==> src/hw/rtl/srsr_pkg.sv <==
`default_nettype none
package srsr_pkg;

    localparam int SLOTS_DEF      = 16;
    localparam int PAGE_SHIFT_DEF = 12;
    localparam int MAX_RESULTS    = 16;

    localparam int ADDR_W  = 48;
    localparam int RPAGE_W = 17;
    localparam int ID_W    = 32;
    localparam int PT_W    = 52;
    localparam int CAP_W   = 16;
    localparam int CPAGE_W = 16;
    localparam int TALLY_W = 7;
    localparam int IN_W    = 200;
    localparam int OUT_W   = 144;

    localparam logic REG_WINDOW_BASE  = 1'b0;
    localparam logic REG_REGION_PAGES = 1'b1;

    typedef enum logic [2:0] {
        MODE_MAP      = 3'd0,
        MODE_ROLLBACK = 3'd1,
        MODE_UNMAP    = 3'd2,
        MODE_INVAL    = 3'd3,
        MODE_DRAIN    = 3'd4,
        MODE_RESET    = 3'd5,
        MODE_COUNT    = 3'd6,
        MODE_IS_OWNER = 3'd7
    } mode_t;

    typedef enum logic [1:0] {
        ST_OK        = 2'd0,
        ST_REJECTED  = 2'd1,
        ST_FULL      = 2'd2,
        ST_NOT_FOUND = 2'd3
    } status_t;

    typedef struct packed {
        mode_t                mode;
        logic                 reject;
        logic [ID_W-1:0]      task_id;
        logic [ID_W-1:0]      task_gen;
        logic [PT_W-1:0]      page_table;
        logic [CAP_W-1:0]     cap_handle;
        logic [CPAGE_W-1:0]   cap_pages;
        logic [ADDR_W-1:0]    region_va;
    } cmd_t;

    typedef struct packed {
        logic [TALLY_W-1:0]   tally;
        logic                 release_valid;
        logic [CAP_W-1:0]     release_cap;
        logic [PT_W-1:0]      freed_table;
        logic [RPAGE_W-1:0]   freed_pages;
        logic [ADDR_W-1:0]    mapped_va;
        status_t              status;
    } res_t;

endpackage
`default_nettype wire

==> src/hw/rtl/srsr_front.sv <==
`default_nettype none
module srsr_front
    import srsr_pkg::*;
(
    input  wire logic               clk,
    input  wire logic               rst_n,
    input  wire logic               s_tvalid,
    output logic                    s_tready,
    input  wire logic [IN_W-1:0]    s_tdata,
    input  wire logic [2:0]         s_tuser,
    input  wire logic [RPAGE_W-1:0] region_pages,
    output logic                    push_valid,
    input  wire logic               push_ready,
    output cmd_t                    push_cmd
);

    cmd_t cmd_reg;
    logic valid_reg;
    cmd_t cmd_next;
    logic revoked;
    logic is_user;
    logic phys_zero;

    // Incoming transfer is classified and registered before it enters the queue.
    assign s_tready = !valid_reg || push_ready;
    assign push_valid = valid_reg;
    assign push_cmd = cmd_reg;

    always_comb
    begin
        cmd_next.mode       = mode_t'(s_tuser);
        cmd_next.task_id    = s_tdata[31:0];
        cmd_next.task_gen   = s_tdata[63:32];
        cmd_next.page_table = s_tdata[115:64];
        cmd_next.cap_handle = s_tdata[131:116];
        cmd_next.cap_pages  = s_tdata[150:135];
        cmd_next.region_va  = s_tdata[198:151];
        revoked   = s_tdata[132];
        is_user   = s_tdata[133];
        phys_zero = s_tdata[134];
        cmd_next.reject = revoked || !is_user || phys_zero
                          || (cmd_next.cap_pages == '0)
                          || ({1'b0, cmd_next.cap_pages} > region_pages)
                          || (cmd_next.page_table == '0);
    end

    always_ff @(posedge clk or negedge rst_n)
    begin
        if (!rst_n)
        begin
            valid_reg <= 1'b0;
        end
        else if (s_tready)
        begin
            valid_reg <= s_tvalid;
        end
    end

    always_ff @(posedge clk)
    begin
        if (s_tvalid && s_tready)
        begin
            cmd_reg <= cmd_next;
        end
    end

endmodule
`default_nettype wire

==> config.mk <==
export PLATFORM = sky130hd
export DESIGN_NAME = srsr_front
export DESIGN_NICKNAME = d
export VERILOG_FILES = /design/src/hw/rtl/srsr_pkg.sv /design/src/hw/rtl/srsr_front.sv
export SDC_FILE = /design/constraint.sdc
export NUM_CORES = 1
export LEC_CHECK = 0
export BUFFER_PORTS_ARGS = -buffer_cell sky130_fd_sc_hd__buf_2
export CAP_MARGIN = 20
export CORE_AREA = 2 2 166 168
export DETAILED_ROUTE_END_ITERATION = 10
export DIE_AREA = 0 0 168 170
export GPL_TIMING_DRIVEN = 0
export HOLD_SLACK_MARGIN = 0.05
export PLACE_DENSITY = 0.63
export SYNTH_ARGS = -nofsm -noshare
export SYNTH_HDL_FRONTEND = slang
export SYNTH_SLANG_ARGS = --single-unit
==> constraint.sdc <==
create_clock -name clk -period 5.8 [get_ports clk]
set_input_delay 1.45 -clock clk [delete_from_list [all_inputs] [get_ports clk]]
set_output_delay 1.45 -clock clk [all_outputs]
set_load 0.005 [all_outputs]
==> results of run 1 <==
==> metrics by stage <==
stage / cells / power [uW]
after global routing: 1093 / 3370
final: 1094 / 3240
after CTS: 1093 / 3300
after global placement: 1051 / 2000
after floorplan: 286 / 1810
after detailed placement: 1053 / 2000
==> kinds of logic after synthesis <==
logic type	synth area share (%)
buffers and inverters	0.907
DFF	91.0
adders and majority gates	3.02
AOI/OAI and AO/OA	1.36
and+or+nand+nor	3.68
==> path summary, 6_finish.rpt <==
| path | startpoint | to | slack [ns] |
|---|---|---|---|
| max | push_ready | s_tready | 2.51 |
| min | push_valid | push_valid | 0.56 |
| max reg2reg | push_valid | push_cmd[91] | 3.44 |
| min reg2reg | push_valid | push_valid | 0.56 |
| max in group asynchronous | rst_n | push_valid | 4.99 |
| min in group asynchronous | rst_n | push_valid | 0.72 |
==> critical path: stages <==
cell	delay (ns)
buf_2	0.09
nand2b_1	0.16
buf_2	0.14
==> per-layer routing <==
layer / part of all wire [%] / track usage, % / vias to the layer above / routed length [um]
met4: 3.0 / 4.39 / 2 / 618
met1: 34 / 13.9 / 2066 / 6940
met3: 11 / 5.30 / 35 / 2200
li1: - / - / 2067 / -
met5: 0.064 / 0 / - / 13
met2: 52 / 25.3 / 299 / 10700
==> cells in the final DEF (no fill, tap or decap), drive strengths merged, types with 3 or more instances in the layout <==
cell type / n
nand4: 6
a211oi: 4
inv: 17
nand2b: 3
clkinv: 8
edfxtp: 200
clkbuf: 30
ha: 16
nor2: 4
buf: 426
nor4: 18
==> power by group through the flow <==
stage                     combinational (uW)  clock, uW  sequential, uW
final                                    250       1270            1710
after detailed placement                 256          0            1740
after CTS                                256       1330            1720
after global placement                   244          0            1750
after global routing                     275       1380            1720
after floorplan                         48.3          0            1760
==> area by class of cell <==
type	instances	area (um^2)
Fill cell	2552	16800
Sequential cell	201	6030
Timing Repair Buffer	426	2180
Clock buffer	30	602
Multi-Input combinational cell	69	537
Tap cell	341	427
Inverter	16	60.1
Clock inverter	10	48.8
Antenna cell	1	2.50
==> sequential cells by signal, indices dropped and copies added, names as in the netlist <==
signal      flops
push_cmd      200
push_valid      1
==> results.cfg, run 1 <==
[sta]
max-slew-margin-rel_pct = 35.2
fin_crit_ns = 3.29
finClkSkew_ns = 0.00778
rsz0062_at_grt = false
whs_ns = 0.563
finalSetupViolCount = 0
hold_violations = 0
fin_ws_ns = 2.51
slew_viol_final = 0
max_slew.worst_pin.slew_ns = 0.972
fin_setup_tns_ns = 0
post-route-period-util_pct = 56.7
max_freq_mhz = 304

[clocking]
root_buffer = clkbuf_16
numCtsBuffers = 23
hold_buffers = 0
clock-sinks = 201
cts_tree = yes
cts_setup_buffers = 0
clk_latency_ns = 0.51
cts_buffer_depth = 3
htree_levels = 1
clkSlewWorstSetupHoldPaths_ns = 0.05
cts_resized = 0

[synth]
synth_common_cells = edfxtp_1 (200), nor4_1 (17), ha_1 (16), inv_1 (16), nand4_1 (6)
synth_most_common_cell = edfxtp_1
synthTopCellsByArea = edfxtp_1 (91%), ha_1 (3.0%), nor4_1 (1.6%)
synth-seq-area-share_pct = 91.0
yosysUniqueCellTypes = 23
synthCells = 286
ys_ff_latch = 201
synth_edf_count = 200
synth_flop_cell = edfxtp_1
yosysTopAreaCell = edfxtp_1
yosysWarnings = 0
netlist_area_um2 = 6630
synth_nets = 526
syn_area_per_cell_um2 = 23.2
async_flop_share_pct = 0.498
yosysTopAreaCellShare_pct = 90.7

[die]
start_util_pct = 24.9
die_h_um = 170
io_pins = 426
rows = 60
dieWidth_um = 168
fp.dieArea_um2 = 28600
core_area_um2 = 26700

[detailed_routing]
ant_nets = 0
dr.pass1.iters = 4
wl_per_cell_um = 18.7
route.detailed.drc = 0
viasPerCell = 4.09
vias = 4469
wl_um = 20500
drt_iter0_markers = 218

[finish]
fin_util_pct = 37.1
nNetsFinal = 977
area_growth_pct = 49.2
stdcell_area_um2 = 9880
drive_above_1_share_pct = 60.5

[critical_path]
ff2ff_path_depth = 4
critPathArrivalTime_ns = 1.84
cp_max_fo = 3
criticalPathCategory = in -> out
endpoint_kind = primary output
critPathLaunchType = input port
required_ns = 4.35

[pwr]
netSwitchingFraction_pct = 21.5
internal-power_uw = 2540
clkPwrFrac_pct = 39.3
pwr-share-seq_pct = 52.9
power_switching_uw = 698
power.density_nw_per_um2 = 328
peakVddDrop_mv = 0.195
cellLeakagePower_uw = 0.00420
combPwrFrac_pct = 7.7

[placement]
place_area_um2 = 9230
io_buffers = 424
dpl_worst_slack_ns = 2.17
gp_congestion = 0.788
dp_hpwl_um = 16400

[outcome]
status = finished, final reports clean

[global_routing]
grtUsageTotal_pct = 13.6
grt_max_degree = 74
grt-ovfl-total = 0
antenna_found_initial = 4
grt_pass1_vias = 4627
grt_pass1_wl_um = 28300

[min_path]
worstHoldPathType = reg -> reg
hold_depth = 2

[run]
drv_cap = 0
Power figures use the tool's default switching activity.
==> inputs of run 2 (changes only) <==
--- a/config.mk
+++ b/config.mk
@@ -7,12 +7,12 @@
 export LEC_CHECK = 0
 export BUFFER_PORTS_ARGS = -buffer_cell sky130_fd_sc_hd__buf_2
 export CAP_MARGIN = 20
-export CORE_AREA = 2 2 166 168
+export CORE_AREA = 2 2 167 169
 export DETAILED_ROUTE_END_ITERATION = 10
-export DIE_AREA = 0 0 168 170
+export DIE_AREA = 0 0 169 171
 export GPL_TIMING_DRIVEN = 0
 export HOLD_SLACK_MARGIN = 0.05
-export PLACE_DENSITY = 0.63
+export PLACE_DENSITY = 0.6
 export SYNTH_ARGS = -nofsm -noshare
 export SYNTH_HDL_FRONTEND = slang
 export SYNTH_SLANG_ARGS = --single-unit
==> constraint.sdc (replaced) <==
create_clock -name clk -period 3.2 [get_ports clk]
set_input_delay 0.8 -clock clk [delete_from_list [all_inputs] [get_ports clk]]
set_output_delay 0.8 -clock clk [all_outputs]
set_load 0.005 [all_outputs]
==> run 2 against run 1 <==
  * Count of clock-buffer cells in the layout unchanged
  * Sequential cell count unchanged
  * Wire length decreased by 3.9%
  * Register-to-register slack got worse by 2.3 ns
  * Setup slack got worse by 1.5 ns
  * Core utilization decreased by 0.63 points
  * Largest cell class unchanged
  * Largest power group unchanged
==> results.cfg, run 2 (synthesized netlist as in run 1, its figures left out) <==
[detailed_routing]
highest_layer = met4
wl_um = 19700
wl_met3_um = 1920
route.met2.wl_um = 9810
wl_met1_um = 7510
dr.pass1.iters = 4
route.detailed.drc = 0
ant_nets = 0
vias = 4458
wl_per_cell_um = 17.9
viasPerCell = 4.05
drt_iter0_markers = 197

[clocking]
clkSlewWorstSetupHoldPaths_ns = 0.06
cts_buffer_depth = 3
htree_levels = 1
clock-sinks = 201
cts_resized = 0
cts_tree = yes
numCtsBuffers = 23
cts_setup_buffers = 0
root_buffer = clkbuf_16
clk_latency_ns = 0.52
hold_buffers = 1

[min_path]
worstHoldPathType = in -> reg
holdPathEnd = push_cmd[33]
hold_depth = 1
worstHoldStart = s_tdata[184]

[sta]
finalSetupViolCount = 0
max_slew.worst_pin.slew_ns = 0.962
fin_crit_ns = 2.20
rsz0062_at_grt = false
hold_violations = 0
fin_setup_tns_ns = 0
max-slew-margin-rel_pct = 35.9
max_freq_mhz = 454
post-route-period-util_pct = 68.9
finClkSkew_ns = 0.0141
slew_viol_final = 0

[pwr]
cellLeakagePower_uw = 0.00424
power.density_nw_per_um2 = 609
peakVddDrop_mv = 0.340

[finish]
final_common_cell = buf_2
drive_above_1_share_pct = 60.6
nNetsFinal = 978
fin_util_pct = 36.5
fill_cells = 2680
largest_reg_flops = 200
area_growth_pct = 50.3
final_cell_mix = buf_2 (424), edfxtp_1 (200), clkbuf_16 (23)

[critical_path]
critPathLaunchType = input port
reg2reg_to = push_cmd[118]
crit-reg2reg-launch = push_valid
reg2reg_slack_ns = 1.11
criticalPathCategory = in -> reg
endpoint_kind = flop
ff2ff_path_depth = 3
cp_max_fo = 2
required_ns = 3.59
critPathArrivalTime_ns = 2.59

[die]
rows = 61
io_pins = 426
start_util_pct = 24.2
core_area_um2 = 27300
die_h_um = 171
fp.dieArea_um2 = 28900
dieWidth_um = 169

[global_routing]
antenna_found_initial = 0
grtUsageTotal_pct = 12.4
grt_pass1_vias = 4464
grt-ovfl-total = 0
grt_max_degree = 73
grt_pass1_wl_um = 26900

[outcome]
status = finished, final reports clean

[run]
drv_cap = 0

[placement]
io_buffers = 424
dp_hpwl_um = 15500
gp_congestion = 0.767
run 2: critical path: stages:
cell and delay [ns]:
buf_2 0.12, nor4_1 0.54, nand4_1 0.29, or4_1 0.64
nand3_1 0.10, a211o_1 0.10
run 2: cell type report:
type / count / area (um^2) / area share (%)
antenna: 1 / 2.50 / 0.0251
clock buffer: 30 / 602 / 6.04
clock inverter: 10 / 109 / 1.09
inverter: 16 / 60.1 / 0.603
multi-input combinational: 69 / 537 / 5.39
sequential: 201 / 6030 / 60.5
tap: 346 / 433 / 4.35
timing repair buffer: 427 / 2190 / 22.0
run 2: power by group:
part / internal, uW / switching (uW)
clock network: 1490 / 1020
logic: 215 / 235
registers: 3070 / 32.1
total: 4770 / 1290
run 2: how the worst max path moves through the flow:
stage                      from       endpoint  slack [ns]  depth (start not counted)
finish              s_tdata[71]  push_cmd[196]         1.0                          6
global route        s_tdata[71]  push_cmd[196]        0.79                          6
floorplan            push_ready    push_cmd[0]        0.38                          2
global placement     push_ready   push_cmd[27]       -0.26                          3
CTS                 s_tdata[71]  push_cmd[196]        0.86                          6
detailed placement  s_tdata[71]  push_cmd[196]        0.32                          6
run 2: per-stage QoR:
step           area (um^2)  instances  power [uW]  hold WS (ns)  worst slack, ns
2_1_floorplan         6630        286        3280         0.504            0.380
3_3_place_gp          9180       1056        3600         0.512           -0.264
3_5_place_dp          9240       1058        3620         0.529            0.319
4_1_cts               9960       1099        6160         0.419            0.862
5_1_grt               9960       1099        6300         0.421            0.793
6_report              9960       1100        6070         0.451            0.995
run 2: per-layer routing:
metal  GRT usage, %  vias up
met3           4.58       25
met4           2.86        0
li1               -     2070
met1           14.4     2120
met2           22.0      243
met5              0        -
