`config.mk`:
```
export PLATFORM = sky130hd
export DESIGN_NAME = srsr_queue
export DESIGN_NICKNAME = d
export VERILOG_FILES = /design/src/hw/rtl/srsr_pkg.sv /design/src/hw/rtl/srsr_queue.sv
export SDC_FILE = /design/constraint.sdc
export NUM_CORES = 1
export LEC_CHECK = 0
export BUFFER_PORTS_ARGS = -buffer_cell sky130_fd_sc_hd__buf_4
export CAP_MARGIN = 30
export CORE_ASPECT_RATIO = 1.5
export CORE_MARGIN = 4
export CORE_UTILIZATION = 56
export DETAILED_ROUTE_END_ITERATION = 7
export GPL_TIMING_DRIVEN = 1
export PLACE_DENSITY = 0.85
export SETUP_SLACK_MARGIN = 0.02
export SLEW_MARGIN = 20
export SYNTH_ARGS = -nofsm -noshare
export SYNTH_HDL_FRONTEND = slang
export SYNTH_SLANG_ARGS = --single-unit
```
`constraint.sdc`:
```
create_clock -name clk -period 19.9 [get_ports clk]
set_clock_uncertainty 0.1 [all_clocks]
set_input_delay 0.995 -clock clk [delete_from_list [all_inputs] [get_ports clk]]
set_output_delay 0.995 -clock clk [all_outputs]
set_load 0.005 [all_outputs]
```
`src/hw/rtl/srsr_pkg.sv`:
```
`default_nettype none
package srsr_pkg;

    localparam int SLOTS_DEF      = 16;
    localparam int PAGE_SHIFT_DEF = 12;
    localparam int MAX_RESULTS    = 16;

    localparam int ADDR_W  = 48;
    localparam int RPAGE_W = 17;
    localparam int ID_W    = 32;
    localparam int PT_W    = 52;
    localparam int CAP_W   = 16;
    localparam int CPAGE_W = 16;
    localparam int TALLY_W = 7;
    localparam int IN_W    = 200;
    localparam int OUT_W   = 144;

    localparam logic REG_WINDOW_BASE  = 1'b0;
    localparam logic REG_REGION_PAGES = 1'b1;

    typedef enum logic [2:0] {
        MODE_MAP      = 3'd0,
        MODE_ROLLBACK = 3'd1,
        MODE_UNMAP    = 3'd2,
        MODE_INVAL    = 3'd3,
        MODE_DRAIN    = 3'd4,
        MODE_RESET    = 3'd5,
        MODE_COUNT    = 3'd6,
        MODE_IS_OWNER = 3'd7
    } mode_t;

    typedef enum logic [1:0] {
        ST_OK        = 2'd0,
        ST_REJECTED  = 2'd1,
        ST_FULL      = 2'd2,
        ST_NOT_FOUND = 2'd3
    } status_t;

    typedef struct packed {
        mode_t                mode;
        logic                 reject;
        logic [ID_W-1:0]      task_id;
        logic [ID_W-1:0]      task_gen;
        logic [PT_W-1:0]      page_table;
        logic [CAP_W-1:0]     cap_handle;
        logic [CPAGE_W-1:0]   cap_pages;
        logic [ADDR_W-1:0]    region_va;
    } cmd_t;

    typedef struct packed {
        logic [TALLY_W-1:0]   tally;
        logic                 release_valid;
        logic [CAP_W-1:0]     release_cap;
        logic [PT_W-1:0]      freed_table;
        logic [RPAGE_W-1:0]   freed_pages;
        logic [ADDR_W-1:0]    mapped_va;
        status_t              status;
    } res_t;

endpackage
`default_nettype wire

```
`src/hw/rtl/srsr_queue.sv`:
```
`default_nettype none
module srsr_queue
    import srsr_pkg::*;
(
    input  wire logic clk,
    input  wire logic rst_n,
    input  wire logic push_valid,
    output logic      push_ready,
    input  cmd_t      push_cmd,
    output logic      pop_valid,
    input  wire logic pop_ready,
    output cmd_t      pop_cmd
);

    cmd_t       mem [2];
    logic       wr_ptr_reg;
    logic       rd_ptr_reg;
    logic [1:0] count_reg;
    logic       do_push;
    logic       do_pop;

    assign push_ready = (count_reg != 2'd2);
    assign pop_valid  = (count_reg != 2'd0);
    assign pop_cmd    = mem[rd_ptr_reg];
    assign do_push    = push_valid && push_ready;
    assign do_pop     = pop_valid && pop_ready;

    always_ff @(posedge clk or negedge rst_n)
    begin
        if (!rst_n)
        begin
            wr_ptr_reg <= 1'b0;
            rd_ptr_reg <= 1'b0;
            count_reg  <= 2'd0;
        end
        else
        begin
            if (do_push)
            begin
                wr_ptr_reg <= !wr_ptr_reg;
            end
            if (do_pop)
            begin
                rd_ptr_reg <= !rd_ptr_reg;
            end
            if (do_push && !do_pop)
            begin
                count_reg <= count_reg + 2'd1;
            end
            else if (do_pop && !do_push)
            begin
                count_reg <= count_reg - 2'd1;
            end
        end
    end

    always_ff @(posedge clk)
    begin
        if (do_push)
        begin
            mem[wr_ptr_reg] <= push_cmd;
        end
    end

endmodule
`default_nettype wire

```
==> results by group, run 1 <==
Logic synthesis
  – Number of library cell types mapped by synthesis: 14
  – Syn Area/Cell: around 23 sq um
  – Cell count after synthesis: 640
  – Post-Syn Area: 0.0147 sq mm
  – Yosys Warn Count: 0
  – Sequential area share after synthesis: between 80% and 90%
  – Post-Syn Nets: 845
  – #FFs+latches synth: 404

Finish
  – Nets: between 1k and 1.5k
  – Most common cell after layout, fill and taps aside: buf_4
  – Final Util: roughly three quarters
  – Share of layout cells above drive strength 1: 60.9%
  – Number of flip-flops under the largest register name: 400
  – Area delta synth->final: 30.2%
  – Most frequent cells in the layout: 412 x buf_4, 400 x edfxtp_1, 200 x mux2_2, 37 x clkbuf_16, 7 x clkinv_1

CTS
  – Clock transition at path regs: 0.06 ns
  – CTS tree: done
  – Post-CTS Hold Buffers: 0
  – Clk sinks: 404
  – CTS Root Cell: clkbuf_16
  – H-tree depth: 2
  – Total CTS buffers: 35
  – Clk_lat worst skew: 0.50 ns
  – Setup Buffers After CTS: 0
  – Post-CTS Resized: 0
  – Clock buffer depth: 3

Setup path
  – Worst endpoint data arrival time: ~3 ns
  – Crit-path max FO: 64
  – Worst Path Required: 18.81 ns
  – Crit path kind: reg2out
  – CP Capture Type: primary output
  – CP startpoint kind: flip-flop

Floorplan
  – Initial core utilization: between 50% and 60%
  – Core Region: about 0.026 sq mm
  – Die Y: 206 um
  – Row count: ~70
  – Boundary Pins: 406
  – Chip width: around 140 um
  – Die area: 0.0290 sq mm

Timing
  – RSZ-0062 raised after global routing: no
  – Slew Limit Fails: 0
  – Setup TNS: 0 ns
  – Final WS setup: 15.87 ns
  – Final Cycle Share: 20.3%
  – Hold Fails Final Rpt: 0
  – Relative slew slack: a little over a third
  – Hold slack: 0.170 ns
  – Worst-Margin Slew: around 0.96 ns
  – Max frequency: between 200 and 250 MHz
  – Period minus WS final: approximately 4 ns
  – Final setup viols: 0

Pwr
  – Clk pwr share: between 20% and 30%
  – Sequential share of power: 45.6%
  – Max VDD drop: roughly 0.14 mV
  – Switching pwr: slightly above 0.7 mW
  – Leakage power: 7.14 nW
  – Int Pwr: roughly 2.0 mW
  – Logic pwr share: between 30% and 40%
  – Switching Fraction: around a quarter
  – Total power divided by cell area: 141 mW/mm^2

Global routing
  – First-pass GRT wire length: 47400 um
  – Initial antenna violation count: 2
  – Overall routing resource usage: a little over a fifth
  – Vias in the first global route: roughly 8.2k
  – Pin count of the biggest net entering global routing: a little under 80
  – GRT Residual Overflow: 0

Drt
  – DR WL/cell: 22.9 um
  – Vias per std cell: roughly 5.4
  – Final WL: roughly 33000 um
  – Drc violations: 0
  – Starting DRT DRC Count: 459
  – Detailed-route via count: 7644
  – Initial DRT Pass Iterations: 4
  – Post-DRT Antenna Nets: 0

Outcome
  – Run status: completed

Place
  – Post-DP HPWL: approximately 23000 um
  – PortBufs: ~410
  – Placer Congestion: between 0.8 and 0.9
  – DP Worst Slack: 16.15 ns

Run
  – Maxcap violations: 0

Min path
  – HP Class: in2async
[final cells by class]
type / instances / area, sq um
inverter: 1 / 3.75
timing repair buffer: 415 / 3180
antenna: 2 / 5.00
multi-input combinational: 213 / 2350
clock inverter: 16 / 125
clock buffer: 43 / 948
fill: 1450 / 6710
sequential: 404 / 12100
tap: 333 / 417
[synthesized netlist by cell type, drive strengths merged]
cell	n	area [sq um]
and3	1	6.26
buf	22	241
dfrtp	4	100
edfxtp	400	12000
ha	1	12.5
inv	1	3.75
mux2	200	2250
nand2	2	7.51
nand2b	1	6.26
nor2	2	7.51
or2	1	6.26
xnor2	3	26.3
xor2	2	17.5
[cells by family (layout without fill, tap and decap cells)]
kind of cell,count (synthesis),in the layout,synth area share [%]
adders and majority gates,1,1,0.0851
other,0,2,0
buffers and inverters,23,475,1.67
and+or+nand+nor,7,7,0.230
DFF,404,404,82.4
muxes,200,200,15.3
xor gates and xnor gates,5,5,0.298
[critical path: stages (launching register included)]
cell	delay, ns
dfrtp_4	0.99
buf_4	0.79
mux2_2	0.42
buf_4	0.15
[metrics by stage]
stage                     area [sq um]  power, mW  cells
after floorplan                  14700       1.71    640
after global placement           18000       2.04   1363
after detailed placement         18000       2.07   1363
after CTS                        19100       2.72   1422
after global routing             19100       2.82   1427
final                            19100       2.70   1427
[power groups by stage]
stage / Sequential, mW / Clock, mW / Combinational, mW
floorplan: 1.26 / 0 / 0.450
global placement: 1.24 / 0 / 0.805
detailed placement: 1.25 / 0 / 0.815
CTS: 1.24 / 0.657 / 0.825
global route: 1.25 / 0.693 / 0.880
finish: 1.23 / 0.644 / 0.828
[worst paths after layout]
path                                     startpoint                       end  slack, ns  cells past startpoint
max                          rd_ptr_reg$_DFFE_PN0P_              pop_cmd[188]      15.87                      3
min                                           rst_n  count_reg[0]$_DFFE_PN0P_       0.17                      1
max reg2reg                count_reg[0]$_DFFE_PN0P_       mem[0][3]$_DFFE_PP_      16.63                      5
min reg2reg                count_reg[1]$_DFFE_PN0P_  count_reg[1]$_DFFE_PN0P_       0.41                      1
max in group asynchronous                     rst_n    rd_ptr_reg$_DFFE_PN0P_      19.42                      1
min in group clk           count_reg[1]$_DFFE_PN0P_  count_reg[1]$_DFFE_PN0P_       0.41                      1
[metal layers]
metal	GRT usage, %	vias up	share of wire, %
met3	5.56	92	7.2
met5	0	-	0
met2	40.3	344	55
met4	10.1	0	5.2
met1	23.3	3798	33
li1	-	3410	-
(Power assumes the default switching activity.)
==> run 2: changes to the inputs <==
- CORE_UTILIZATION: 56 -> 52
- PLACE_DENSITY: 0.85 -> 0.79
- clock period: 19.9 -> 4.2 ns (I/O delays scaled with it)
==> results by group, run 2 (synthesis gave the netlist of run 1 again) <==
Global routing
  – Global-route layer with the greatest usage: met2 (unchanged)
  – Met2 Track Usage GR: 44.0% (was 40.3%)
  – Pin count of the biggest net entering global routing: 107 (was 79)
  – Initial antenna violation count: 4 (was 2)
  – First-pass GRT wire length: 56600 um (was 47400 um)
  – Vias in the first global route: 9512 (was 8183)
  – GRT met3 Usage: 5.99% (was 5.56%)
  – GRT Residual Overflow: 0 (unchanged)
  – Overall routing resource usage: 23.7% (was 21.8%)
  – Met1 GRT Util: 25.4% (was 23.3%)

Finish
  – Most frequent cells in the layout: 405 x buf_4, 400 x edfxtp_1, 204 x dlygate4sd3_1, 200 x mux2_2, 39 x clkbuf_16 (was 412 x buf_4, 400 x edfxtp_1, 200 x mux2_2, 37 x clkbuf_16, 7 x clkinv_1)
  – Most common cell after layout, fill and taps aside: buf_4 (unchanged)
  – # fillers: 1484 (was 1450)
  – Share of layout cells above drive strength 1: 51.4% (was 60.9%)
  – Nets: 1477 (was 1275)
  – Final Util: 76.2% (was 74.0%)
  – Number of flip-flops under the largest register name: 400 (unchanged)
  – Area delta synth->final: 44.9% (was 30.2%)

Timing
  – Final Cycle Share: 69.4%
  – Worst-Margin Slew: 0.883 ns (was 0.964 ns)
  – Relative slew slack: 41.1% (was 35.7%)
  – Max frequency: 343 MHz
  – Hold Fails Final Rpt: 0 (unchanged)
  – Period minus WS final: ~2.9 ns
  – Final setup viols: 0 (unchanged)
  – Setup TNS: 0 ns (unchanged)
  – RSZ-0062 raised after global routing: no (unchanged)
  – Slew Limit Fails: 0 (unchanged)

Place
  – Post-DP HPWL: 21200 um (was 22500 um)
  – Placer Congestion: 0.785 (was 0.809)
  – PortBufs: 405 (unchanged)

CTS
  – Post-CTS Hold Buffers: 204 (was 0)
  – H-tree depth: 2 (unchanged)
  – Setup Buffers After CTS: 0 (unchanged)
  – Clock buffer depth: 3 (unchanged)
  – Clock transition at path regs: 0.07 ns (was 0.06 ns)
  – CTS Root Cell: clkbuf_16 (unchanged)
  – Clk sinks: 404 (unchanged)
  – Total CTS buffers: 37 (was 35)
  – CTS tree: done (unchanged)
  – Post-CTS Resized: 0 (unchanged)
  – Clk_lat worst skew: 0.51 ns (was 0.50 ns)

Drt
  – Starting DRT DRC Count: 490 (was 459)
  – Initial DRT Pass Iterations: 5 (was 4)
  – Detailed-route via count: 8535 (was 7644)
  – Vias per std cell: 5.17 (was 5.36)
  – Post-DRT Antenna Nets: 0 (unchanged)
  – Final WL: 37300 um (was 32700 um)
  – Drc violations: 0 (unchanged)
  – DR WL/cell: 22.6 um (was 22.9 um)

Setup path
  – Crit path kind: reg2out (unchanged)
  – Worst r2r dst: mem[0][196]$_DFFE_PP_ (was mem[0][3]$_DFFE_PP_)
  – Reg-to-reg slack, setup: 1.87 ns (was 16.63 ns)
  – Worst Path Required: 3.89 ns (was 18.81 ns)
  – Crit-path max FO: 76 (was 64)
  – CP Capture Type: primary output (unchanged)
  – Worst endpoint data arrival time: 2.60 ns (was 2.94 ns)
  – Worst setup path end: pop_cmd[29] (was pop_cmd[188])
  – RR Startpoint: count_reg[0]$_DFFE_PN0P_ (unchanged)
  – CP startpoint kind: flip-flop (unchanged)
  – CP Launch Point: rd_ptr_reg$_DFFE_PN0P_ (unchanged)
  – Worst R2R Path Depth: 4 (was 5)

Outcome
  – Run status: completed (unchanged)

Floorplan
  – Chip width: 145 um (was 140 um)
  – Row count: 75 (was 72)
  – Die Y: 214 um (was 206 um)
  – Initial core utilization: 52.6% (was 56.9%)
  – Core Region: 0.0280 sq mm (was 0.0259 sq mm)
  – Die area: 0.0311 sq mm (was 0.0290 sq mm)
  – Boundary Pins: 406 (unchanged)

Pwr
  – Max VDD drop: 0.443 mV (was 0.136 mV)
  – Leakage power: 8.03 nW (was 7.14 nW)
  – Total power divided by cell area: 624 mW/mm^2 (was 141 mW/mm^2)

Run
  – Maxcap violations: 0 (unchanged)

Min path
  – HP Class: in2reg (was in2async)
run 2: cell count changes in the layout (fill, tap and decap cells not counted), moves of 2 or more:
cell | before | now
buf_4 | 412 | 405
diode_2 | 2 | 5
dlygate4sd3_1 | 0 | 204
clkbuf_16 | 37 | 39
buf_16 | 3 | 0
clkinv_2 | 6 | 8
buf_12 | 0 | 6
run 2: critical path, stage by stage (launching register included):
cell and delay (ns):
dfrtp_4 0.96, buf_12 0.42, mux2_2 0.41, buf_4 0.14
run 2: per-stage QoR:
| step | hold WS (ns) | worst slack [ns] | cells | power (mW) | cell area (sq um) |
|---|---|---|---|---|---|
| final | 0.311 | 1.29 | 1650 | 13.3 | 21300 |
| after global routing | 0.300 | 1.19 | 1649 | 13.9 | 21300 |
| after CTS | 0.285 | 1.28 | 1645 | 13.3 | 21300 |
| after detailed placement | -0.0902 | 1.86 | 1375 | 9.84 | 18100 |
| after global placement | -0.0917 | 1.86 | 1375 | 9.73 | 18100 |
| after floorplan | -0.186 | 0.0283 | 640 | 7.95 | 14700 |
run 2: worst min-delay path by stage:
stage                             start                  endpoint  slack (ns)  cells past startpoint
after floorplan                   rst_n  count_reg[0]$_DFFE_PN0P_       -0.19                      0
after global placement            rst_n    wr_ptr_reg$_DFFE_PN0P_       -0.09                      1
after detailed placement          rst_n  count_reg[0]$_DFFE_PN0P_       -0.09                      1
after CTS                  push_cmd[90]      mem[1][90]$_DFFE_PP_        0.28                      2
after global routing       push_cmd[49]      mem[0][49]$_DFFE_PP_        0.30                      2
final                     push_cmd[177]     mem[0][177]$_DFFE_PP_        0.31                      2
run 2: where the power goes:
part | switching [mW] | internal [mW] | leakage, nW | total, mW
Combinational | 1.86 | 2.27 | 3.68 | 4.14
Sequential | 0.352 | 5.51 | 3.76 | 5.87
Clock | 1.42 | 1.88 | 0.582 | 3.30
Total | 3.63 | 9.67 | 8.03 | 13.3
run 2: final cells by class:
class	count	area [sq um]	area share, %
diodes	5	12.5	0.0587
inverters	1	3.75	0.0176
multi-input cells	213	2350	11.1
repair buffers	615	5200	24.4
clock buffers	44	995	4.67
clock inverters	22	185	0.869
flip-flops and latches	404	12100	56.9
well taps	346	433	2.03
run 2: metal layers:
layer  up-vias  share of wire [%]
met5         -                  0
met4         0                4.3
met3        89                6.7
met2       389                 55
met1      4235                 34
li1       3822                  -
