`src/hw/rtl/srsr_pkg.sv`:
```
`default_nettype none
package srsr_pkg;

    localparam int SLOTS_DEF      = 16;
    localparam int PAGE_SHIFT_DEF = 12;
    localparam int MAX_RESULTS    = 16;

    localparam int ADDR_W  = 48;
    localparam int RPAGE_W = 17;
    localparam int ID_W    = 32;
    localparam int PT_W    = 52;
    localparam int CAP_W   = 16;
    localparam int CPAGE_W = 16;
    localparam int TALLY_W = 7;
    localparam int IN_W    = 200;
    localparam int OUT_W   = 144;

    localparam logic REG_WINDOW_BASE  = 1'b0;
    localparam logic REG_REGION_PAGES = 1'b1;

    typedef enum logic [2:0] {
        MODE_MAP      = 3'd0,
        MODE_ROLLBACK = 3'd1,
        MODE_UNMAP    = 3'd2,
        MODE_INVAL    = 3'd3,
        MODE_DRAIN    = 3'd4,
        MODE_RESET    = 3'd5,
        MODE_COUNT    = 3'd6,
        MODE_IS_OWNER = 3'd7
    } mode_t;

    typedef enum logic [1:0] {
        ST_OK        = 2'd0,
        ST_REJECTED  = 2'd1,
        ST_FULL      = 2'd2,
        ST_NOT_FOUND = 2'd3
    } status_t;

    typedef struct packed {
        mode_t                mode;
        logic                 reject;
        logic [ID_W-1:0]      task_id;
        logic [ID_W-1:0]      task_gen;
        logic [PT_W-1:0]      page_table;
        logic [CAP_W-1:0]     cap_handle;
        logic [CPAGE_W-1:0]   cap_pages;
        logic [ADDR_W-1:0]    region_va;
    } cmd_t;

    typedef struct packed {
        logic [TALLY_W-1:0]   tally;
        logic                 release_valid;
        logic [CAP_W-1:0]     release_cap;
        logic [PT_W-1:0]      freed_table;
        logic [RPAGE_W-1:0]   freed_pages;
        logic [ADDR_W-1:0]    mapped_va;
        status_t              status;
    } res_t;

endpackage
`default_nettype wire

```
`src/hw/rtl/srsr_back.sv`:
```
`default_nettype none
module srsr_back
    import srsr_pkg::*;
#(
    parameter int SLOTS      = SLOTS_DEF,
    parameter int PAGE_SHIFT = PAGE_SHIFT_DEF
)
(
    input  wire logic               clk,
    input  wire logic               rst_n,
    input  wire logic               pop_valid,
    output logic                    pop_ready,
    input  cmd_t                    pop_cmd,
    input  wire logic [ADDR_W-1:0]  window_base,
    input  wire logic [RPAGE_W-1:0] region_pages,
    output logic                    m_tvalid,
    input  wire logic               m_tready,
    output res_t                    m_res,
    output logic                    m_last
);

    localparam int SW = (SLOTS > 1) ? $clog2(SLOTS) : 1;

    typedef enum logic [4:0] {
        S_IDLE = 5'b00001,
        S_EVAL = 5'b00010,
        S_PREP = 5'b00100,
        S_CALC = 5'b01000,
        S_EMIT = 5'b10000
    } state_t;

    state_t state_reg;
    cmd_t   cmd_reg;

    logic [SLOTS-1:0]   used_reg;
    logic [ID_W-1:0]    owner_mem [SLOTS];
    logic [ID_W-1:0]    gen_mem   [SLOTS];
    logic [CAP_W-1:0]   cap_mem   [SLOTS];
    logic [PT_W-1:0]    root_mem  [SLOTS];
    logic [ADDR_W-1:0]  addr_mem  [SLOTS];
    logic [CPAGE_W-1:0] pages_mem [SLOTS];

    logic [SLOTS-1:0]   match_next;
    logic [SLOTS-1:0]   match_reg;
    logic [SW-1:0]      idx_reg;
    logic               hit_reg;
    logic [TALLY_W-1:0] cnt_reg;
    logic [TALLY_W-1:0] rem_reg;
    logic [TALLY_W-1:0] live_reg;
    logic [TALLY_W-1:0] tally_reg;
    logic [ADDR_W-1:0]  map_addr_reg;

    logic [SW-1:0]      low_idx;
    logic [TALLY_W-1:0] pop_cnt;
    logic [ADDR_W-1:0]  stride;
    logic [ADDR_W-1:0]  product;
    logic [TALLY_W-1:0] cnt_clamped;

    logic    out_load;
    logic    loop_mode;
    res_t    res_next;
    logic    last_next;
    logic    free_en;
    logic [SW-1:0] free_idx;
    logic    set_en;
    logic    done;
    logic    m_tvalid_reg;

    assign pop_ready = (state_reg == S_IDLE);
    assign loop_mode = (cmd_reg.mode == MODE_INVAL) || (cmd_reg.mode == MODE_DRAIN)
                       || (cmd_reg.mode == MODE_RESET);
    assign stride  = ADDR_W'({region_pages, {PAGE_SHIFT{1'b0}}});
    assign product = ADDR_W'(idx_reg * stride);
    assign cnt_clamped = (cnt_reg > TALLY_W'(MAX_RESULTS)) ? TALLY_W'(MAX_RESULTS) : cnt_reg;

    // Parallel compare of the request against every slot.
    always_comb
    begin
        for (int i = 0; i < SLOTS; i++)
        begin
            logic addr_hit;
            logic task_hit;
            addr_hit = used_reg[i] && (addr_mem[i] == cmd_reg.region_va);
            task_hit = (owner_mem[i] == cmd_reg.task_id) && (gen_mem[i] == cmd_reg.task_gen);
            unique case (cmd_reg.mode)
                MODE_MAP:      match_next[i] = !used_reg[i];
                MODE_ROLLBACK: match_next[i] = addr_hit && (cap_mem[i] == cmd_reg.cap_handle);
                MODE_UNMAP:    match_next[i] = addr_hit && task_hit;
                MODE_IS_OWNER: match_next[i] = addr_hit && task_hit;
                MODE_INVAL:    match_next[i] = used_reg[i] && (cap_mem[i] == cmd_reg.cap_handle);
                MODE_DRAIN:    match_next[i] = used_reg[i] && (owner_mem[i] == cmd_reg.task_id);
                MODE_RESET:    match_next[i] = used_reg[i];
                MODE_COUNT:    match_next[i] = 1'b0;
                default:       match_next[i] = 1'b0;
            endcase
        end
    end

    always_comb
    begin
        low_idx = '0;
        pop_cnt = '0;
        for (int i = SLOTS - 1; i >= 0; i--)
        begin
            if (match_reg[i])
            begin
                low_idx = SW'(i);
            end
        end
        for (int i = 0; i < SLOTS; i++)
        begin
            pop_cnt = pop_cnt + TALLY_W'(match_reg[i]);
        end
    end

    always_comb
    begin
        out_load  = (state_reg == S_EMIT) && (!m_tvalid_reg || m_tready);
        res_next  = '0;
        res_next.tally = tally_reg;
        last_next = 1'b1;
        free_en   = 1'b0;
        free_idx  = idx_reg;
        set_en    = 1'b0;
        unique case (cmd_reg.mode)
            MODE_MAP:
            begin
                if (cmd_reg.reject)
                begin
                    res_next.status = ST_REJECTED;
                end
                else if (!hit_reg)
                begin
                    res_next.status = ST_FULL;
                end
                else
                begin
                    res_next.status = ST_OK;
                    res_next.mapped_va = map_addr_reg;
                    set_en = 1'b1;
                end
            end
            MODE_ROLLBACK, MODE_UNMAP:
            begin
                if (cmd_reg.mode == MODE_ROLLBACK)
                begin
                    res_next.status = ST_REJECTED;
                end
                else
                begin
                    res_next.status = hit_reg ? ST_OK : ST_NOT_FOUND;
                end
                free_en = hit_reg;
            end
            MODE_INVAL, MODE_DRAIN, MODE_RESET:
            begin
                res_next.status = ST_OK;
                if (rem_reg != '0)
                begin
                    free_en   = 1'b1;
                    free_idx  = low_idx;
                    last_next = (rem_reg == TALLY_W'(1));
                end
            end
            default:
            begin
                res_next.status = ST_OK;
            end
        endcase
        if (free_en)
        begin
            res_next.mapped_va     = addr_mem[free_idx];
            res_next.freed_pages   = RPAGE_W'(pages_mem[free_idx]);
            res_next.freed_table   = root_mem[free_idx];
            res_next.release_cap   = cap_mem[free_idx];
            res_next.release_valid = 1'b1;
        end
        done = out_load && last_next;
    end

    always_ff @(posedge clk or negedge rst_n)
    begin
        if (!rst_n)
        begin
            state_reg    <= S_IDLE;
            used_reg     <= '0;
            live_reg     <= '0;
            m_tvalid_reg <= 1'b0;
        end
        else
        begin
            if (m_tready)
            begin
                m_tvalid_reg <= 1'b0;
            end
            if (out_load)
            begin
                m_tvalid_reg <= 1'b1;
            end
            if (out_load && free_en)
            begin
                used_reg[free_idx] <= 1'b0;
            end
            if (out_load && set_en)
            begin
                used_reg[idx_reg] <= 1'b1;
            end
            unique case (state_reg)
                S_IDLE:
                begin
                    if (pop_valid)
                    begin
                        state_reg <= S_EVAL;
                    end
                end
                S_EVAL: state_reg <= S_PREP;
                S_PREP: state_reg <= S_CALC;
                S_CALC: state_reg <= S_EMIT;
                S_EMIT:
                begin
                    if (done)
                    begin
                        state_reg <= S_IDLE;
                        if (cmd_reg.mode != MODE_IS_OWNER)
                        begin
                            live_reg <= tally_reg;
                        end
                    end
                end
                default: state_reg <= S_IDLE;
            endcase
        end
    end

    always_ff @(posedge clk)
    begin
        if (state_reg == S_IDLE && pop_valid)
        begin
            cmd_reg <= pop_cmd;
        end
        if (state_reg == S_EVAL)
        begin
            match_reg <= match_next;
        end
        if (state_reg == S_PREP)
        begin
            idx_reg <= low_idx;
            hit_reg <= (match_reg != '0);
            cnt_reg <= pop_cnt;
        end
        if (state_reg == S_CALC)
        begin
            map_addr_reg <= window_base + product;
            rem_reg      <= cnt_clamped;
            unique case (cmd_reg.mode)
                MODE_MAP:
                    tally_reg <= live_reg + TALLY_W'(!cmd_reg.reject && hit_reg);
                MODE_ROLLBACK, MODE_UNMAP:
                    tally_reg <= live_reg - TALLY_W'(hit_reg);
                MODE_INVAL, MODE_DRAIN, MODE_RESET:
                    tally_reg <= live_reg - cnt_clamped;
                MODE_IS_OWNER:
                    tally_reg <= TALLY_W'(hit_reg);
                default:
                    tally_reg <= live_reg;
            endcase
        end
        if (out_load && loop_mode && free_en)
        begin
            match_reg[free_idx] <= 1'b0;
            rem_reg <= rem_reg - TALLY_W'(1);
        end
        if (out_load)
        begin
            m_res  <= res_next;
            m_last <= last_next;
        end
        if (out_load && set_en)
        begin
            owner_mem[idx_reg] <= cmd_reg.task_id;
            gen_mem[idx_reg]   <= cmd_reg.task_gen;
            cap_mem[idx_reg]   <= cmd_reg.cap_handle;
            root_mem[idx_reg]  <= cmd_reg.page_table;
            addr_mem[idx_reg]  <= map_addr_reg;
            pages_mem[idx_reg] <= cmd_reg.cap_pages;
        end
    end

    assign m_tvalid = m_tvalid_reg;

endmodule
`default_nettype wire

```
`config.mk`:
```
export PLATFORM = sky130hd
export DESIGN_NAME = srsr_back
export DESIGN_NICKNAME = d
export VERILOG_FILES = /design/src/hw/rtl/srsr_pkg.sv /design/src/hw/rtl/srsr_back.sv
export SDC_FILE = /design/constraint.sdc
export NUM_CORES = 2
export LEC_CHECK = 0
export BUFFER_PORTS_ARGS = -buffer_cell sky130_fd_sc_hd__buf_2
export CORE_MARGIN = 1
export CORE_UTILIZATION = 57
export DETAILED_ROUTE_END_ITERATION = 10
export GPL_TIMING_DRIVEN = 0
export PLACE_DENSITY = 0.74
export SYNTH_ARGS = -nofsm -noshare
export SYNTH_HDL_FRONTEND = slang
export SYNTH_SLANG_ARGS = --single-unit
```
`constraint.sdc`:
```
create_clock -name clk -period 27.7 [get_ports clk]
set_clock_uncertainty 0.15 [all_clocks]
set_input_delay 4.155 -clock clk [delete_from_list [all_inputs] [get_ports clk]]
set_output_delay 4.155 -clock clk [all_outputs]
set_load 0.05 [all_outputs]
```
==> implementation parameters <==
Parameter                              Value

Route
  Iteration-0 DRC count of the detailed router ... 16,200
  Remaining number of nets flagged by the antenna check after routing ... 0
  TritonRoute pass-1 iters ... 8
  Via/cell ratio ... 6.73
  DRC ... 0
  Routed via count ... 94,100
  Mean routed wirelength per cell ... 40.9 um
  Final routed wirelength across all metal layers ... 572,000 um

Critical path
  Critical path endpoint category ... register
  Required time of the worst setup path ... 28,220 ps
  Worst-path fanout max ... 6
  Critical path arrival ... 9590 ps
  Startpoint types ... primary input
  Critical path class ... primary input to register

Die
  Die Ht ... 521 um
  Initial core utilization ... 57.3%
  Area enclosed by the die boundary ... 271,000 um2
  Number of placed I/O pins ... 415
  Horizontal extent of the die ... 521 um
  Standard-cell rows ... 190
  Area inside the core boundary ... 268,000 um2

Finish
  Fraction of layout cells with a size suffix above 1 ... 17.1%
  Fill cell total of the finished layout ... 18,200
  Most common cell after layout, fill and taps aside ... sky130_fd_sc_hd__edfxtp_1
  Final net count ... 10,500
  Register with the most flip-flops ... root_mem
  Largest registers ... root_mem x832, addr_mem x768
  Area grow syn2layout ... 14.7%
  Flip-flop count of the largest register after layout ... 832
  Most used cells in the layout excluding fill and tap cells ... sky130_fd_sc_hd__edfxtp_1, sky130_fd_sc_hd__xor2_1, sky130_fd_sc_hd__xnor2_1
  Cell area after layout ... 176,000 um2

Logic synthesis
  Synthesized area per cell ... 16.9 um2
  Synthesized netlist cell count ... 9,059
  Count of flip-flops with a built-in enable after synthesis ... 3,551
  Most common flop cell mapped by yosys ... sky130_fd_sc_hd__edfxtp_1
  Top post-synthesis cells by area ... sky130_fd_sc_hd__edfxtp_1, sky130_fd_sc_hd__xor2_1, sky130_fd_sc_hd__mux4_2
  Area share of the largest cell type after synthesis ... 69.5%
  Share of synthesized area occupied by flip-flops and latches ... 70.2%
  Yosys top cell by area ... sky130_fd_sc_hd__edfxtp_1
  Asr flop ratio synth ... 0.806%
  Mapped Area ... 153,000 um2
  Synthesized net count ... 9,433
  Register bit count reported by yosys ... 3,596
  Distinct cells, synth ... 73
  Yosys warnings ... 0

Run status
  Violations in the final reports ... max-capacitance violations, max-slew violations
  Outcome ... complete, but fails checks

STA
  Setup repair after global routing missed its margin ... no
  Setup Total Neg Slack ... 0 ps
  Shortest period the worst path allows ... 9070 ps
  Max-slew violation total from the final report ... 70
  Fmax ... 110 MHz
  Transition at the pin with the smallest max-transition slack ... 1670 ps
  Final count of hold timing violations ... 0
  Share of the clock period used by the worst path ... 32.7%
  Number of setup violations in the final report ... 0
  Relative slew margins ... -12.3%

Pwr
  Power Total ... 16.1 mW
  Worst ir drop on vdd ... 0.0957 mV
  Comb power frac ... 27.7%
  Power per cell area ... 91.3 nW/um2
  Leakage power ... 57.7 nW
  Fraction of power consumed by sequential logic ... 41.9%
  Fraction of power spent switching nets ... 34.2%
  P_sw ... 5.50 mW
  Clk network pwr share ... 30.4%
  Cell-internal power ... 10.6 mW

Min path
  Class of the worst hold path ... register to register

Global routing
  Total Routing Usage GR ... 42.0%
  First-pass GRT wire length ... 764,000 um
  Number of global-route vias before repair ... 89,700
  Pin count of the biggest net entering global routing ... 92
  Number of antenna violations at the first check in global routing ... 73
  Overflow left after global routing ... 0

Placement
  Post-placement cell area ... 164,000 um2
  Gpl congestion ... 1.10
  I/O Buffers ... 413
  DPL Wire Length ... 415,000 um

Clock tree
  Clock net sink count ... 3,596
  Post-cts repair resize count ... 0
  Maximum count of clock buffers along a single path ... 4
  Post-cts hold buffer count ... 0
  Clock latency reported for the late side of the worst-skew pair ... 980 ps
  Root buffer cell ... sky130_fd_sc_hd__clkbuf_16
  CTS tree ... built
  Depth of the CTS H-tree ... 5
  Buffers inserted during post-CTS setup optimization ... 0
  Clock buffer count from CTS ... 368
  Clock-pin slew reported for the worst setup and hold paths after clock tree synthesis ... 60 ps

Job
  Max-cap violations ... 10
-- critical path: stages --
cell and delay, ps:
sky130_fd_sc_hd__buf_2 120, sky130_fd_sc_hd__and2_1 170, sky130_fd_sc_hd__fa_1 540, sky130_fd_sc_hd__inv_1 50, sky130_fd_sc_hd__fa_1 480, sky130_fd_sc_hd__inv_1 40
sky130_fd_sc_hd__ha_1 310, sky130_fd_sc_hd__a21oi_1 110, sky130_fd_sc_hd__o21ai_0 380, sky130_fd_sc_hd__o221a_2 310, sky130_fd_sc_hd__o221ai_1 210, sky130_fd_sc_hd__o2111ai_1 470
sky130_fd_sc_hd__a21oi_1 150, sky130_fd_sc_hd__xnor2_1 170, sky130_fd_sc_hd__ha_1 320, sky130_fd_sc_hd__nor2b_1 340, sky130_fd_sc_hd__nand4_1 140, sky130_fd_sc_hd__o211ai_1 320
sky130_fd_sc_hd__a41oi_1 500, sky130_fd_sc_hd__xnor2_1 260
-- cells in the mapped netlist (all sizes together) (8+ instances only) --
cell type     n
nand3       137
nor2         87
and2         65
dfrtp        28
fa           42
mux2i        99
nor3         22
nor2b        14
o22ai        17
a31oi         8
buf         166
mux4        432
o21a         11
ha           63
and3         10
clkbuf      338
xnor2       852
xor2       1253
o31ai         8
a21o         14
a221o        50
o21ai        87
nand2       428
nand4       272
o211ai       51
nor4        379
nand2b       22
a22oi       231
dfxtp        16
inv         100
a41oi        17
a21oi       124
edfxtp     3551
-- worst paths after layout --
check | from | depth (start not counted) | to | slack [ps]
max in group asynchronous | rst_n | 1 | used_reg[12]$_DFF_PN0_ | 23790
min in group asynchronous | rst_n | 1 | live_reg[4]$_DFFE_PN0P_ | 3100
worst max-delay path | region_pages[3] | 20 | map_addr_reg[47]$_DFFE_PP_ | 18630
worst min register to register | tally_reg[5]$_DFFE_PP_ | 0 | m_res[141]$_DFFE_PP_ | 290
worst max register to register | idx_reg[1]$_DFFE_PP_ | 22 | map_addr_reg[47]$_DFFE_PP_ | 19740
worst min-delay path | tally_reg[5]$_DFFE_PP_ | 0 | m_res[141]$_DFFE_PP_ | 290
-- logic make-up after synthesis --
family,share of synthesized area [%]
AO/OA/AOI/OAI,2.97
AND/OR/NAND/NOR,5.01
adder cells (fa/ha/maj),1.06
flip-flops,70.2
multiplexers,7.03
other,0.00245
XOR/XNOR,12.0
buffers and inverters,1.69
-- layer usage --
metal  up-vias  GRT usage (%)  part of all wire (%)
li1      36900              -                     -
met2      7297           62.5                    44
met5         -              0                 0.035
met1     48600           57.6                    37
met4        30           22.8                   6.4
met3      1298           10.2                    12
-- power by group through the flow --
stage,registers [mW],logic [mW],clock network [mW]
2_1_floorplan,6.65,2.57,0
3_3_place_gp,6.86,4.26,0
3_5_place_dp,6.84,4.31,0
4_1_cts,6.72,4.35,4.88
5_1_grt,6.74,4.55,5.07
6_report,6.73,4.45,4.88
-- stage by stage --
stage	hold WS [ps]	utilization (%)	worst slack, ps	cells
floorplan	270	-	5380	9059
global placement	284	59.7	-15590	13000
detailed placement	299	61.3	17670	13300
CTS	278	65.7	18630	13900
global route	297	65.7	18340	14000
finish	288	65.7	18630	14000
-- cell type report --
cell class | count | area (um2) | area share, %
multi-input cells | 4859 | 43300 | 24.6
diodes | 40 | 100 | 0.0569
flip-flops and latches | 3596 | 108000 | 61.2
clock buffers | 457 | 9630 | 5.47
clock inverters | 215 | 1970 | 1.12
inverters | 100 | 385 | 0.219
well taps | 3552 | 4440 | 2.53
plain buffers | 504 | 2230 | 1.27
repair buffers | 665 | 6110 | 3.47
No activity file was read; power rests on OpenSTA's default activity.
